**config.mk**
```make
export PLATFORM = sky130hd
export DESIGN_NAME = dts_ctrl
export DESIGN_NICKNAME = d
export VERILOG_FILES = /design/src/design/dts_pkg.sv /design/src/design/dts_ctrl.sv
export SDC_FILE = /design/constraint.sdc
export NUM_CORES = 1
export LEC_CHECK = 0
export BUFFER_PORTS_ARGS = -buffer_cell sky130_fd_sc_hd__clkbuf_2
export CAP_MARGIN = 20
export CORE_AREA = 5 5 42 44
export CTS_BUF_LIST = sky130_fd_sc_hd__clkbuf_8
export CTS_CLUSTER_SIZE = 16
export DETAILED_ROUTE_END_ITERATION = 7
export DIE_AREA = 0 0 47 49
export SLEW_MARGIN = 5
export SYNTH_ARGS = -nofsm -noshare
export SYNTH_HDL_FRONTEND = slang
export SYNTH_SLANG_ARGS = --single-unit
```
**constraint.sdc**
```tcl
create_clock -name clock -period 1.4 [get_ports clock]
set_input_delay 0.21 -clock clock [delete_from_list [all_inputs] [get_ports clock]]
set_output_delay 0.21 -clock clock [all_outputs]
set_load 0.01 [all_outputs]
```
**src/design/dts_pkg.sv**
```systemverilog
// Package for the table-driven automaton step block.
// Holds shared codes, register reset values and the control/status structs.
// No dependencies.
package dts_pkg;

   // Default sizes of the stores.
   localparam int DEF_MAX_STATES  = 256;
   localparam int DEF_MAX_CLASSES = 64;

   // Field widths fixed by the interface.
   localparam int SYM_W      = 21;
   localparam int NCLS_REG_W = 7;
   localparam int NST_REG_W  = 9;
   localparam int DEST_W     = 9;

   // Operation codes.
   localparam logic [1:0] OP_LOAD_START  = 2'd0;
   localparam logic [1:0] OP_LOAD_TRANS  = 2'd1;
   localparam logic [1:0] OP_LOAD_ACCEPT = 2'd2;
   localparam logic [1:0] OP_STEP        = 2'd3;

   // Error codes.
   localparam logic [1:0] ERR_NONE   = 2'd0;
   localparam logic [1:0] ERR_SYMBOL = 2'd1;
   localparam logic [1:0] ERR_STATE  = 2'd2;

   // Register indexes.
   localparam logic [1:0] CSR_ALPHABET_SIZE = 2'd0;
   localparam logic [1:0] CSR_NUM_CLASSES   = 2'd1;
   localparam logic [1:0] CSR_NUM_STATES    = 2'd2;

   // Register reset values.
   localparam logic [SYM_W-1:0]      ALPHABET_RESET    = 21'd256;
   localparam logic [NCLS_REG_W-1:0] NUM_CLASSES_RESET = 7'd1;
   localparam logic [NST_REG_W-1:0]  NUM_STATES_RESET  = 9'd1;

   // Destination value that marks a dead step.
   localparam logic signed [DEST_W-1:0] DEAD_STATE = -9'sd1;

   // Commands from the controller to the datapath.
   typedef struct packed {
      logic take;    // request accepted this cycle
      logic search;  // one binary search iteration
      logic lookup;  // transition entry is on the read port
      logic emit;    // drive the response registers
   } dts_cmd_type;

   // Status from the datapath to the controller.
   typedef struct packed {
      logic is_step;      // the offered request is a step
      logic fault;        // the offered step has a symbol or state error
      logic search_done;  // the class is settled after this cycle
   } dts_sts_type;

endpackage

```
**src/design/dts_ctrl.sv**
```systemverilog
// Controller state machine of the automaton step block.
// Depends on dts_pkg for the command and status structs.
module dts_ctrl import dts_pkg::*; (
   input  logic        clock,
   input  logic        reset,
   input  logic        start,
   input  dts_sts_type sts,
   output logic        busy,
   output dts_cmd_type cmd
);

   typedef enum logic [4:0] {
      ST_IDLE   = 5'b00001,
      ST_SEARCH = 5'b00010,
      ST_TRANS  = 5'b00100,
      ST_ACC    = 5'b01000,
      ST_FAULT  = 5'b10000
   } dts_state_type;

   dts_state_type state_ff;
   dts_state_type state_in;

   // Next state: a step searches for its class, reads the transition and
   // then the accept flag; a faulty step reports at once; loads leave the state idle.
   always_comb begin
      state_in = state_ff;
      case (state_ff)
         ST_IDLE: begin
            if (start && sts.is_step) begin
               state_in = sts.fault ? ST_FAULT : ST_SEARCH;
            end
         end
         ST_SEARCH: begin
            if (sts.search_done) begin
               state_in = ST_TRANS;
            end
         end
         ST_TRANS: begin
            state_in = ST_ACC;
         end
         ST_ACC: begin
            state_in = ST_IDLE;
         end
         ST_FAULT: begin
            state_in = ST_IDLE;
         end
         default: begin
            state_in = ST_IDLE;
         end
      endcase
   end

   always_ff @(posedge clock) begin
      if (reset) begin
         state_ff <= ST_IDLE;
      end else begin
         state_ff <= state_in;
      end
   end

   // Commands decoded from the state.
   assign busy       = (state_ff != ST_IDLE);
   assign cmd.take   = (state_ff == ST_IDLE) && start;
   assign cmd.search = (state_ff == ST_SEARCH);
   assign cmd.lookup = (state_ff == ST_TRANS);
   assign cmd.emit   = (state_ff == ST_ACC) || (state_ff == ST_FAULT);

endmodule

```
# ---- Yosys cells after proc, flatten, opt, wreduce, memory -nomap -nowiden
# Cells that the tools add are included.
dict set report word_totals {
  reg_bits 5
  input_bits 6
  output_inout_bits 5
  elab_cells 17
}
dict set report op_classes {
  n_eq_ne 8
  mux 4
  reduce_logical 4
}
# op count
set op_table {}
lappend op_table {{$mux 5} 3}
lappend op_table {{$pmux 5 s3} 1}
lappend op_table {{$eq 5x1->1 const B} 1}
lappend op_table {{$eq 5x2->1 const B} 1}
lappend op_table {{$eq 5x3->1 const B} 1}
lappend op_table {{$eq 5x4->1 const B} 1}
lappend op_table {{$eq 5x5->1 const B} 1}
lappend op_table {{$ne 5x1->1 const B} 1}
lappend op_table {{$ne 2x2->1 const B} 2}
lappend op_table {{$logic_and 1x1->1} 2}
lappend op_table {{$reduce_and 2->1} 1}
lappend op_table {{$logic_or 1x1->1} 1}

# ---- Longest topological paths before layout
# Gate-level depths: netlist of run 1.
dict set report logic_depth {
  ltp_word 3
  ltp_mapped 3
  mapped_depth_nobuf 3
}

# ---- Worst setup path after synthesis of run 1
# No wires, ideal clock.
dict set report synth_path {
  path_type {register -> register}
  startpoint {register state_ff[3]}
  endpoint {register state_ff[1]}
  arrival_ns 1.270
  path_slack_ns 0.060
  stages_incl_launch_ff 4
  path_buffers 0
  synth_period_minus_slack_ns 1.340
  cell_sequence {dfxtp_1 -> or3_4 -> or4b_1 -> a21boi_1}
}
dict set report synth_between {
  elab_chain_len 3
  elab_cells_between_ends 7
  classes_between {5 x eq/ne; 1 x mux; 1 x reduce/logical}
}
# element line_no
set synth_lines {}
lappend synth_lines {{start: declaration} dts_ctrl.sv:20} ;# dts_state_type state_ff;
lappend synth_lines {{start signal: assignment} dts_ctrl.sv:57} ;# state_ff <= state_in;
lappend synth_lines {{$eq 5x1->1 / $eq 5x2->1 (equally long branches)} dts_ctrl.sv:27} ;# case (state_ff)
lappend synth_lines {{$ne 2x2->1 (no line)} -}
lappend synth_lines {{$reduce_and 2->1 (no line)} -}
# Parallel ways exist; a longest one is shown, timed or not.
# A chain may end at the register's enable or synchronous reset.

==> results of run 1 <==
[layout by cell type, fill, tap and decap left out, drive strengths merged]
cell type   n
nor2b       1
dfxtp       5
a31oi       1
and3        3
or4b        1
xnor2       2
nor3b       3
nor4        1
nand3b      1
nor4b       1
clkbuf      8
inv         1
nor3        1
buf        10
o21ai       1
or3         1
nand2       2
a21boi      1
nor2        2
[what timing repair did]
action,in CTS,in global routing
resized for setup,3,16
buffers inserted,1,0
pin swaps,2,0
hold buffers,0,0
setup endpoints to repair,4,6
[per-layer routing]
| layer | global-route usage, % | part of all wire (%) | vias up | routed length, um |
|---|---|---|---|---|
| li1 | - | - | 141 | - |
| met1 | 8.11 | 43 | 122 | 276 |
| met2 | 8.82 | 48 | 11 | 310 |
| met3 | 3.69 | 8.2 | 2 | 53 |
| met4 | 5.53 | 1.2 | 0 | 8 |
| met5 | 0 | 0 | - | 0 |
[power breakdown]
| group | switching (mW) | leakage, nW | total, mW | internal (mW) |
|---|---|---|---|---|
| clock | 0.0710 | 0.0269 | 0.259 | 0.188 |
| combinational | 0.0296 | 0.130 | 0.0727 | 0.0431 |
| sequential | 0.00500 | 0.0412 | 0.153 | 0.148 |
| total | 0.106 | 0.199 | 0.485 | 0.379 |
[final timing paths]
kind	from	to	slack [ns]	cells past startpoint
hold / removal	reset	state_ff[3]	0.20	2
setup reg to reg	state_ff[0]	state_ff[1]	0.01	3
hold reg to reg	state_ff[4]	state_ff[0]	0.58	3
setup / recovery	state_ff[0]	cmd[2]	-0.08	3
[kinds of logic after synthesis]
group	Yosys count	share of synthesized area, %
flops	5	40.4
compound gates	3	7.58
xor+xnor	2	7.07
simple gates	17	45.0
[cell type report]
class / count / share of cell area [%]
Clock inverter: 1 / 0.824
Multi-Input combinational cell: 22 / 40.7
Timing Repair Buffer: 15 / 22.3
Clock buffer: 3 / 9.07
Tap cell: 16 / 4.40
Sequential cell: 5 / 22.8
[critical path: stages (launching register included)]
cell,delay [ns]
sky130_fd_sc_hd__dfxtp_2,0.32
sky130_fd_sc_hd__or3_4,0.39
sky130_fd_sc_hd__nor3b_4,0.18
sky130_fd_sc_hd__buf_2,0.15
[through the flow]
step           power, mW  std cells  util [%]
3_3_place_gp       0.205         57      24.8
4_1_cts            0.481         62      29.6
3_5_place_dp       0.206         57      24.8
6_report           0.485         62      32.5
5_1_grt            0.517         62      32.5
2_1_floorplan      0.179         27         -
==> out/qor.csv, run 1 <==
stage,metric,value,unit
logic_synthesis,post-synth-top-area-cell,sky130_fd_sc_hd__dfxtp_1,
power_and_ir_drop,pwrdens,1060,nW/um^2
worst_setup_path,crit_path_end_kind,primary output,
place,place_worst_setup_slack,0.0439,ns
clocking,clock_sink_count,5,
worst_setup_path,max_fo_critical_path,3,
worst_setup_path,setup.worst_path.start_class,flip-flop,
floorplanning,floorplan.initialDensity,17.7,%
clocking,clkTransAtPathRegs,0.04,ns
sta,final-hold-violation-count,0,
place,half_perimeter_wire_length_after_placement,503,um
layout,largest_register_ffs,5,
sta,slew_headroom,81.5,%
logic_synthesis,yosys-top-cells-count,"sky130_fd_sc_hd__dfxtp_1, sky130_fd_sc_hd__and3_1, sky130_fd_sc_hd__nor3b_1",
sta,fmax,677,MHz
global_route,grt_pass1_vias,262,
logic_synthesis,synthDistinctLibCells,16,
sta,maxSlewViolCount,0,
floorplanning,placementRows,14,
status,run_status,finished with violations,
drt,detail_route.vias_per_cell,4.45,
drt,dr.pass1.iters,2,
clocking,clock_tree_from_tritoncts,yes,
place,gpl.final_weighted_congestion,0.683,
drt,drc,0,
logic_synthesis,netlist_area,248,sq um
clocking,clock_path_buffers,2,
logic_synthesis,synth-warning-count,0,
power_and_ir_drop,p_leak,0.199,nW
drt,drt_wl_total,649,um
logic_synthesis,ys_seq_elements,5,
logic_synthesis,ys_async_sr_fraction,0,%
logic_synthesis,syn-instance-count,27,
logic_synthesis,ys_seq_area_share,40.4,%
logic_synthesis,portion_of_synthesized_cell_area_occupied_by_the_leading_cell_type,40.4,%
sta,whs,0.204,ns
floorplanning,core-area,1400,sq um
place,placedInstanceArea,348,sq um
layout,sequential_cell_area,104,sq um
min_path,min-delay-path-class,in -> reg,
logic_synthesis,netlist_top_cells_area,"sky130_fd_sc_hd__dfxtp_1, sky130_fd_sc_hd__nor3b_1, sky130_fd_sc_hd__and3_1, sky130_fd_sc_hd__xnor2_1, sky130_fd_sc_hd__or3_4",
logic_synthesis,synth_flop_cell,sky130_fd_sc_hd__dfxtp_1,
sta,post-route-period-util,106,%
logic_synthesis,synth_enable_flop_cells,0,
sta,finalClockSkew,0.00543,ns
floorplanning,chip_height,49,um
logic_synthesis,postSynthAreaPerCell,9.18,sq um
drt,dr.first_iter.drc_count,1,
global_route,globalRoute.totalOverflow,0,
floorplanning,floorplan.die_area,2300,sq um
power_and_ir_drop,peakVddDrop,0.578,mV
run,timing.max_cap.violations,0,
sta,setup_repair_after_global_routing_missed_its_margin,true,
sta,finalWorstPathRequiredPeriod,1.48,ns
place,place.port_buffers,10,
layout,layout-drive-gt1-share,58.7,%
sta,worst_slew_pin_slew,0.273,ns
layout,layout_top_registers,state_ff x5,
sta,finalSetupViolations,3,
floorplanning,chipWidth,47,um
layout,multi_input_comb_area,185,sq um
layout,antenna-diode-count,0,
layout,finalInstanceArea,455,sq um
global_route,grt_max_degree,7,
global_route,global_route_wire_length_before_repair,1.10,mm
global_route,antenna_found_initial,0,
worst_setup_path,cp.arrival,1.27,ns
logic_synthesis,synth.net_count,33,
clocking,clock_latency,0.22,ns
clocking,numCtsBuffers,3,
sta,layout_setup_ws,-0.0782,ns
layout,design.final.nets,53,
layout,max_flop_register,state_ff,
sta,tns,-0.201,ns
drt,post_drt_wl_per_cell,10.5,um
drt,vias,276,
drt,antenna_violation_net_count_after_detailed_routing,0,
worst_setup_path,required,1.19,ns
clocking,cts_root_buf,sky130_fd_sc_hd__clkbuf_8,
clocking,cts_max_level,1,
logic_synthesis,yosysMostFrequentCell,sky130_fd_sc_hd__dfxtp_1,
floorplanning,io_pins,11,
layout,flow.area_growth_from_synthesis,83.8,%
global_route,grt.total_usage,6.90,%
status,violations_in_the_final_reports,setup timing,
worst_setup_path,crit_type,reg -> out,
layout,layout.filler_cells,146,
No activity file was read; power rests on OpenSTA's default activity.
==> run 2, diff against run 1 <==
RECOVER_POWER = 50   (was default)
clock period = 1.6 ns   (was 1.4 ns; I/O delays follow)
==> out/qor.csv, run 2 (synthesis results as in run 1) <==
stage,metric,value,unit,change
floorplanning,chip_height,49,um,unchanged
worst_setup_path,cp.arrival,1.32,ns,+0.05 ns
worst_setup_path,crit_type,reg -> out,,
clocking,clkTransAtPathRegs,0.04,ns,about the same
power_and_ir_drop,power.share.combinational,10.9,%,-4.1 points
worst_setup_path,worst_r2r_endpoint,state_ff[1],,
power_and_ir_drop,power.share.clock,55.8,%,+2.4 points
layout,finalInstanceArea,400,sq um,-12%
place,placedInstanceArea,325,sq um,-6.5%
floorplanning,core-area,1400,sq um,unchanged
clocking,clock_sink_count,5,,unchanged
drt,dr.first_iter.drc_count,4,,+3
layout,max_flop_register,state_ff,,
floorplanning,io_pins,11,,unchanged
worst_setup_path,regToRegSetupSlack,0.18,ns,+0.17 ns
power_and_ir_drop,p_switching,0.0861,mW,-18%
power_and_ir_drop,power_report.internal_total,0.317,mW,-16%
layout,most_common_library_cell_in_the_layout_ignoring_fill_and_taps,sky130_fd_sc_hd__clkbuf_2,,
worst_setup_path,required,1.36,ns,+0.17 ns
drt,detail_route.vias_per_cell,4.36,,-2.0%
min_path,min-delay-path-class,in -> reg,,
drt,drc,0,,unchanged
drt,post_drt_wl_per_cell,10.3,um,-1.3%
floorplanning,floorplan.initialDensity,17.7,%,unchanged
sta,finalSetupViolations,0,,-3
global_route,grt.total_usage,6.20,%,-0.70 points
floorplanning,chipWidth,47,um,unchanged
status,run_status,"finished, final reports clean",,
clocking,cts_root_buf,sky130_fd_sc_hd__clkbuf_8,,
sta,finalClockSkew,0.00281,ns,-0.00263 ns
layout,layout_top_registers,state_ff x5,,
clocking,numCtsBuffers,3,,unchanged
run,timing.max_cap.violations,0,,unchanged
layout,most_used_cells_in_the_layout_excluding_fill_and_tap_cells,"sky130_fd_sc_hd__clkbuf_2, sky130_fd_sc_hd__and3_1, sky130_fd_sc_hd__clkbuf_8, sky130_fd_sc_hd__dfxtp_1",,
sta,slew_headroom,80.4,%,-1.2 points
power_and_ir_drop,pwrdens,1010,nW/um^2,-5.3%
place,place.port_buffers,10,,unchanged
layout,layout-drive-gt1-share,47.6,%,-11 points
worst_setup_path,worst-r2r-cell-count,3,,unchanged
layout,finish.utilization,28.6,%,-3.9 points
clocking,clock_latency,0.22,ns,about the same
clocking,clock_path_buffers,2,,unchanged
worst_setup_path,critical_path.top_delay_family,simple AND/OR/NAND/NOR gates,,
sta,worst_slew_pin_slew,0.294,ns,+0.0209 ns
worst_setup_path,crit_path_max_incr_delay,0.42,ns,+0.03 ns
clocking,cts_hold_repair.buffers,0,,unchanged
worst_setup_path,crit_path_end_kind,primary output,,
global_route,grt_pass1_vias,273,,+4.2%
sta,setup_repair_after_global_routing_missed_its_margin,true,,
worst_setup_path,critical_path.cell_chain,"or3_4, nor3b_4, buf_2",,
clocking,clock_tree_from_tritoncts,yes,,
power_and_ir_drop,peakVddDrop,0.642,mV,+11%
global_route,globalRoute.totalOverflow,0,,unchanged
global_route,global_route_wire_length_before_repair,986,um,-10%
floorplanning,placementRows,14,,unchanged
clocking,cts_max_level,1,,unchanged
layout,antenna-diode-count,0,,unchanged
layout,largest_register_ffs,5,,unchanged
global_route,antenna_found_initial,0,,unchanged
worst_setup_path,critical_path_buffers_and_inverters,1,,unchanged
layout,design.final.nets,49,,-7.5%
worst_setup_path,timing.rr.start,state_ff[3],,
worst_setup_path,max_fo_critical_path,4,,+1
power_and_ir_drop,p_total,0.404,mW,-17%
worst_setup_path,critical_path_top_delay_cell,sky130_fd_sc_hd__or3_4,,
worst_setup_path,crit_path_start,state_ff[3],,
place,gpl.final_weighted_congestion,0.791,,+16%
clocking,cts_setup_buffers,0,,-1
global_route,grt_max_degree,7,,unchanged
power_and_ir_drop,power_frac_seq,33.3,%,+1.7 points
drt,antenna_violation_net_count_after_detailed_routing,0,,unchanged
sta,fmax,639,MHz,
drt,dr.pass1.iters,4,,+2
sta,finalWorstPathRequiredPeriod,1.56,ns,
worst_setup_path,setup.worst_path.start_class,flip-flop,,
sta,post-route-period-util,97.8,%,
power_and_ir_drop,power.switching_fraction,21.3,%,-0.47 points
worst_setup_path,worstSetupPathDepth,3,,unchanged
floorplanning,floorplan.die_area,2300,sq um,unchanged
sta,final-hold-violation-count,0,,unchanged
sta,tns,0,ns,+0.201 ns
drt,vias,253,,-8.3%
layout,flow.area_growth_from_synthesis,61.6,%,
drt,drt_wl_total,599,um,-7.7%
power_and_ir_drop,p_leak,0.169,nW,-15%
worst_setup_path,worst_setup_path_endpoint,cmd[1],,
sta,maxSlewViolCount,0,,unchanged
run 2: cell types whose count changed in the layout (fill, tap and decap cells not counted):
cell and delta:
sky130_fd_sc_hd__buf_6 -3, sky130_fd_sc_hd__clkbuf_2 +3, sky130_fd_sc_hd__buf_2 -2, sky130_fd_sc_hd__buf_4 -2, sky130_fd_sc_hd__dfxtp_1 +1, sky130_fd_sc_hd__dfxtp_2 -1, sky130_fd_sc_hd__nand2_1 +1, sky130_fd_sc_hd__nand2_4 -1
sky130_fd_sc_hd__nor2_1 +1, sky130_fd_sc_hd__nor2_2 -1
run 2: how the worst min path moves through the flow:
stage                             end  startpoint  cells after the start  slack (ns)
after floorplan           state_ff[3]       reset                      1        0.31
after global placement    state_ff[3]       reset                      2        0.46
after global routing      state_ff[3]       reset                      2        0.23
final                     state_ff[3]       reset                      2        0.23
after CTS                 state_ff[3]       reset                      2        0.23
after detailed placement  state_ff[3]       reset                      2        0.47
run 2: power by group through the flow:
stage	sequential, mW	clock, mW	combinational [mW]
after global placement	0.135	0	0.0418
after floorplan	0.134	0	0.0226
after global routing	0.135	0.243	0.0490
after detailed placement	0.135	0	0.0414
final	0.134	0.225	0.0441
after CTS	0.133	0.234	0.0423
run 2: routing by layer:
metal  GRT usage (%)  part of all wire (%)  wire (um)  up-vias
met5               0                     0          0        -
li1                -                     -          -      131
met2            8.60                    41        248       11
met1            6.15                    48        286      109
met4            6.91                   3.2         19        0
met3            2.58                   7.5         45        2
run 2: repair_timing:
| action | 4_1_cts | 5_1_grt |
|---|---|---|
| endpoints found under the hold margin | 0 | 0 |
| gates resized for setup | 2 | 7 |
| endpoints found under the setup margin | 2 | 2 |
| pin swaps | 0 | 1 |
run 2: stage by stage:
stage / std cells / setup WS [ns] / hold slack (ns)
after global placement: 54 / 0.207 / 0.459
after global routing: 58 / -0.0105 / 0.232
after floorplan: 27 / 0.260 / 0.312
after CTS: 58 / 0.00937 / 0.235
final: 58 / 0.0359 / 0.227
after detailed placement: 54 / 0.187 / 0.466
run 2: layout make-up:
| type | instances | area, sq um |
|---|---|---|
| multi-input cells | 22 | 175 |
| clock buffers | 3 | 41.3 |
| clock inverters | 1 | 3.75 |
| flip-flops and latches | 5 | 103 |
| fillers | 163 | 1000 |
| well taps | 16 | 20.0 |
| repair buffers | 11 | 57.6 |
==> run 3, diff against run 2 <==
--- a/config.mk
+++ b/config.mk
@@ -13,4 +13,5 @@
 export DETAILED_ROUTE_END_ITERATION = 7
 export DIE_AREA = 0 0 47 49
+export PLACE_DENSITY = 0.42
 export RECOVER_POWER = 50
 export SLEW_MARGIN = 5
==> constraint.sdc (replaced) <==
create_clock -name clock -period 1.6 [get_ports clock]
set_input_delay 0.32 -clock clock [delete_from_list [all_inputs] [get_ports clock]]
set_output_delay 0.32 -clock clock [all_outputs]
set_load 0.01 [all_outputs]
==> out/qor.csv, run 3 (synthesis results as in run 1) <==
stage,metric,value,unit,change
clocking,clkTransAtPathRegs,0.03,ns,about the same
layout,most_used_cells_in_the_layout_excluding_fill_and_tap_cells,"sky130_fd_sc_hd__clkbuf_2, sky130_fd_sc_hd__and3_1, sky130_fd_sc_hd__clkbuf_8, sky130_fd_sc_hd__dfxtp_1",,
drt,dr.first_iter.drc_count,0,,-4
floorplanning,placementRows,14,,unchanged
sta,finalClockSkew,0.000942,ns,-0.00187 ns
worst_setup_path,setup.worst_path.start_class,flip-flop,,
clocking,numCtsBuffers,3,,unchanged
place,gpl.final_weighted_congestion,0.653,,-17%
power_and_ir_drop,pwrdens,997,nW/um^2,-1.0%
drt,drc,0,,unchanged
min_path,min-delay-path-class,in -> reg,,
global_route,grt_max_degree,7,,unchanged
worst_setup_path,max_fo_critical_path,4,,unchanged
worst_setup_path,crit_type,reg -> out,,
run,timing.max_cap.violations,0,,unchanged
power_and_ir_drop,p_switching,0.0851,mW,-1.1%
place,place_worst_setup_slack,0.0401,ns,-0.147 ns
clocking,clock_sink_count,5,,unchanged
layout,design.final.nets,50,,+2.0%
worst_setup_path,critical_path_top_delay_cell,sky130_fd_sc_hd__or3_4,,
power_and_ir_drop,power_report.internal_total,0.317,mW,-0.23%
sta,tns,-0.0597,ns,-0.0597 ns
global_route,grt_pass1_vias,281,,+2.9%
layout,sequential_cell_area,103,sq um,unchanged
drt,antenna_violation_net_count_after_detailed_routing,0,,unchanged
layout,max_flop_register,state_ff,,
clocking,cts_max_level,1,,unchanged
sta,slew_headroom,80.1,%,-0.31 points
global_route,antenna_found_initial,0,,unchanged
power_and_ir_drop,power.share.combinational,10.9,%,about the same
sta,layout_setup_ws,-0.0303,ns,-0.0663 ns
layout,layout-drive-gt1-share,46.5,%,-1.1 points
sta,worst_slew_pin_slew,0.295,ns,+0.000914 ns
clocking,clock_latency,0.22,ns,about the same
sta,setup_repair_after_global_routing_missed_its_margin,true,,
layout,antenna-diode-count,0,,unchanged
power_and_ir_drop,p_leak,0.172,nW,+1.6%
clocking,cts_root_buf,sky130_fd_sc_hd__clkbuf_8,,
worst_setup_path,cp.arrival,1.31,ns,about the same
power_and_ir_drop,power_frac_seq,33.3,%,about the same
worst_setup_path,crit_path_max_incr_delay,0.42,ns,about the same
power_and_ir_drop,power.share.clock,55.8,%,about the same
layout,largest_register_ffs,5,,unchanged
power_and_ir_drop,peakVddDrop,0.354,mV,-45%
worst_setup_path,critical_path.cell_chain,"or3_4, nor3b_4, buf_2",,
worst_setup_path,crit_path_end_kind,primary output,,
layout,most_common_library_cell_in_the_layout_ignoring_fill_and_taps,sky130_fd_sc_hd__clkbuf_2,,
floorplanning,io_pins,11,,unchanged
layout,flow.area_growth_from_synthesis,62.6,%,
clocking,clock_path_buffers,2,,unchanged
sta,finalSetupViolations,2,,+2
sta,final-hold-violation-count,0,,unchanged
drt,detail_route.vias_per_cell,4.39,,+0.64%
layout,layout_top_registers,state_ff x5,,
floorplanning,chip_height,49,um,unchanged
global_route,grt.total_usage,6.97,%,+0.77 points
floorplanning,floorplan.die_area,2300,sq um,unchanged
clocking,clock_tree_from_tritoncts,yes,,
drt,vias,259,,+2.4%
drt,drt_wl_total,623,um,+4.0%
sta,post-route-period-util,102,%,+4.1 points
worst_setup_path,required,1.28,ns,-0.08 ns
drt,dr.pass1.iters,1,,-3
floorplanning,chipWidth,47,um,unchanged
floorplanning,floorplan.initialDensity,17.7,%,unchanged
layout,layout.filler_cells,161,,-1.2%
floorplanning,core-area,1400,sq um,unchanged
status,violations_in_the_final_reports,setup timing,,
global_route,global_route_wire_length_before_repair,1.10,mm,+12%
drt,post_drt_wl_per_cell,10.6,um,+2.2%
power_and_ir_drop,p_total,0.402,mW,-0.43%
global_route,globalRoute.totalOverflow,0,,unchanged
place,place.port_buffers,10,,unchanged
power_and_ir_drop,power.switching_fraction,21.2,%,-0.15 points
sta,fmax,613,MHz,-4.1%
worst_setup_path,critical_path.top_delay_family,simple AND/OR/NAND/NOR gates,,
status,run_status,finished with violations,,
layout,multi_input_comb_area,170,sq um,-2.9%
worst_setup_path,critical_path_buffers_and_inverters,1,,unchanged
sta,maxSlewViolCount,0,,unchanged
sta,finalWorstPathRequiredPeriod,1.63,ns,+0.0663 ns
[run 3: cell count changes in the layout (fill, tap and decap cells not counted), sizes merged]
cell,before,now
buf,3,4
[run 3: final timing paths]
kind | start | endpoint | slack (ns) | cells after the start
hold reg to reg | state_ff[3] | state_ff[0] | 0.49 | 2
setup / recovery | state_ff[0] | cmd[1] | -0.03 | 3
setup reg to reg | state_ff[0] | state_ff[1] | 0.17 | 3
hold / removal | reset | state_ff[3] | 0.32 | 2
[run 3: worst register-to-register path, stage by stage, from the launching register on]
cell,delay (ns)
sky130_fd_sc_hd__dfxtp_2,0.32
sky130_fd_sc_hd__or3_4,0.42
sky130_fd_sc_hd__or4b_1,0.49
sky130_fd_sc_hd__a21boi_1,0.14
[run 3: stage by stage]
step / area (sq um) / std cells / hold slack (ns) / util [%]
floorplan: 248 / 27 / 0.392 / -
global placement: 325 / 54 / 0.525 / 23.2
detailed placement: 325 / 54 / 0.527 / 23.2
CTS: 395 / 59 / 0.316 / 28.2
global route: 403 / 59 / 0.348 / 28.7
finish: 403 / 59 / 0.316 / 28.7
[run 3: layout make-up]
| cell class | instances | area share (%) |
|---|---|---|
| clock buffers | 3 | 10.2 |
| clock inverters | 1 | 0.932 |
| multi-input cells | 22 | 42.2 |
| flip-flops and latches | 5 | 25.5 |
| well taps | 16 | 4.97 |
| repair buffers | 12 | 16.1 |
[run 3: metal layers]
| metal | global-route usage, % | wire, um | vias to the layer above |
|---|---|---|---|
| li1 | - | - | 133 |
| met1 | 7.25 | 272 | 116 |
| met2 | 9.95 | 307 | 8 |
| met3 | 2.58 | 38 | 2 |
| met4 | 6.91 | 5 | 0 |
| met5 | 0 | 0 | - |
[run 3: power by group through the flow]
| stage | Sequential [mW] | Combinational, mW | Clock (mW) |
|---|---|---|---|
| finish | 0.134 | 0.0438 | 0.224 |
| global route | 0.134 | 0.0494 | 0.234 |
| CTS | 0.134 | 0.0435 | 0.232 |
| detailed placement | 0.135 | 0.0417 | 0 |
| global placement | 0.135 | 0.0427 | 0 |
| floorplan | 0.134 | 0.0226 | 0 |
[run 3: repair_timing]
action / CTS / global route
setup endpoints to repair: 2 / 3
pin swaps: 2 / 0
buffers inserted: 1 / 0
resized for setup: 4 / 4
hold buffers: 0 / 0
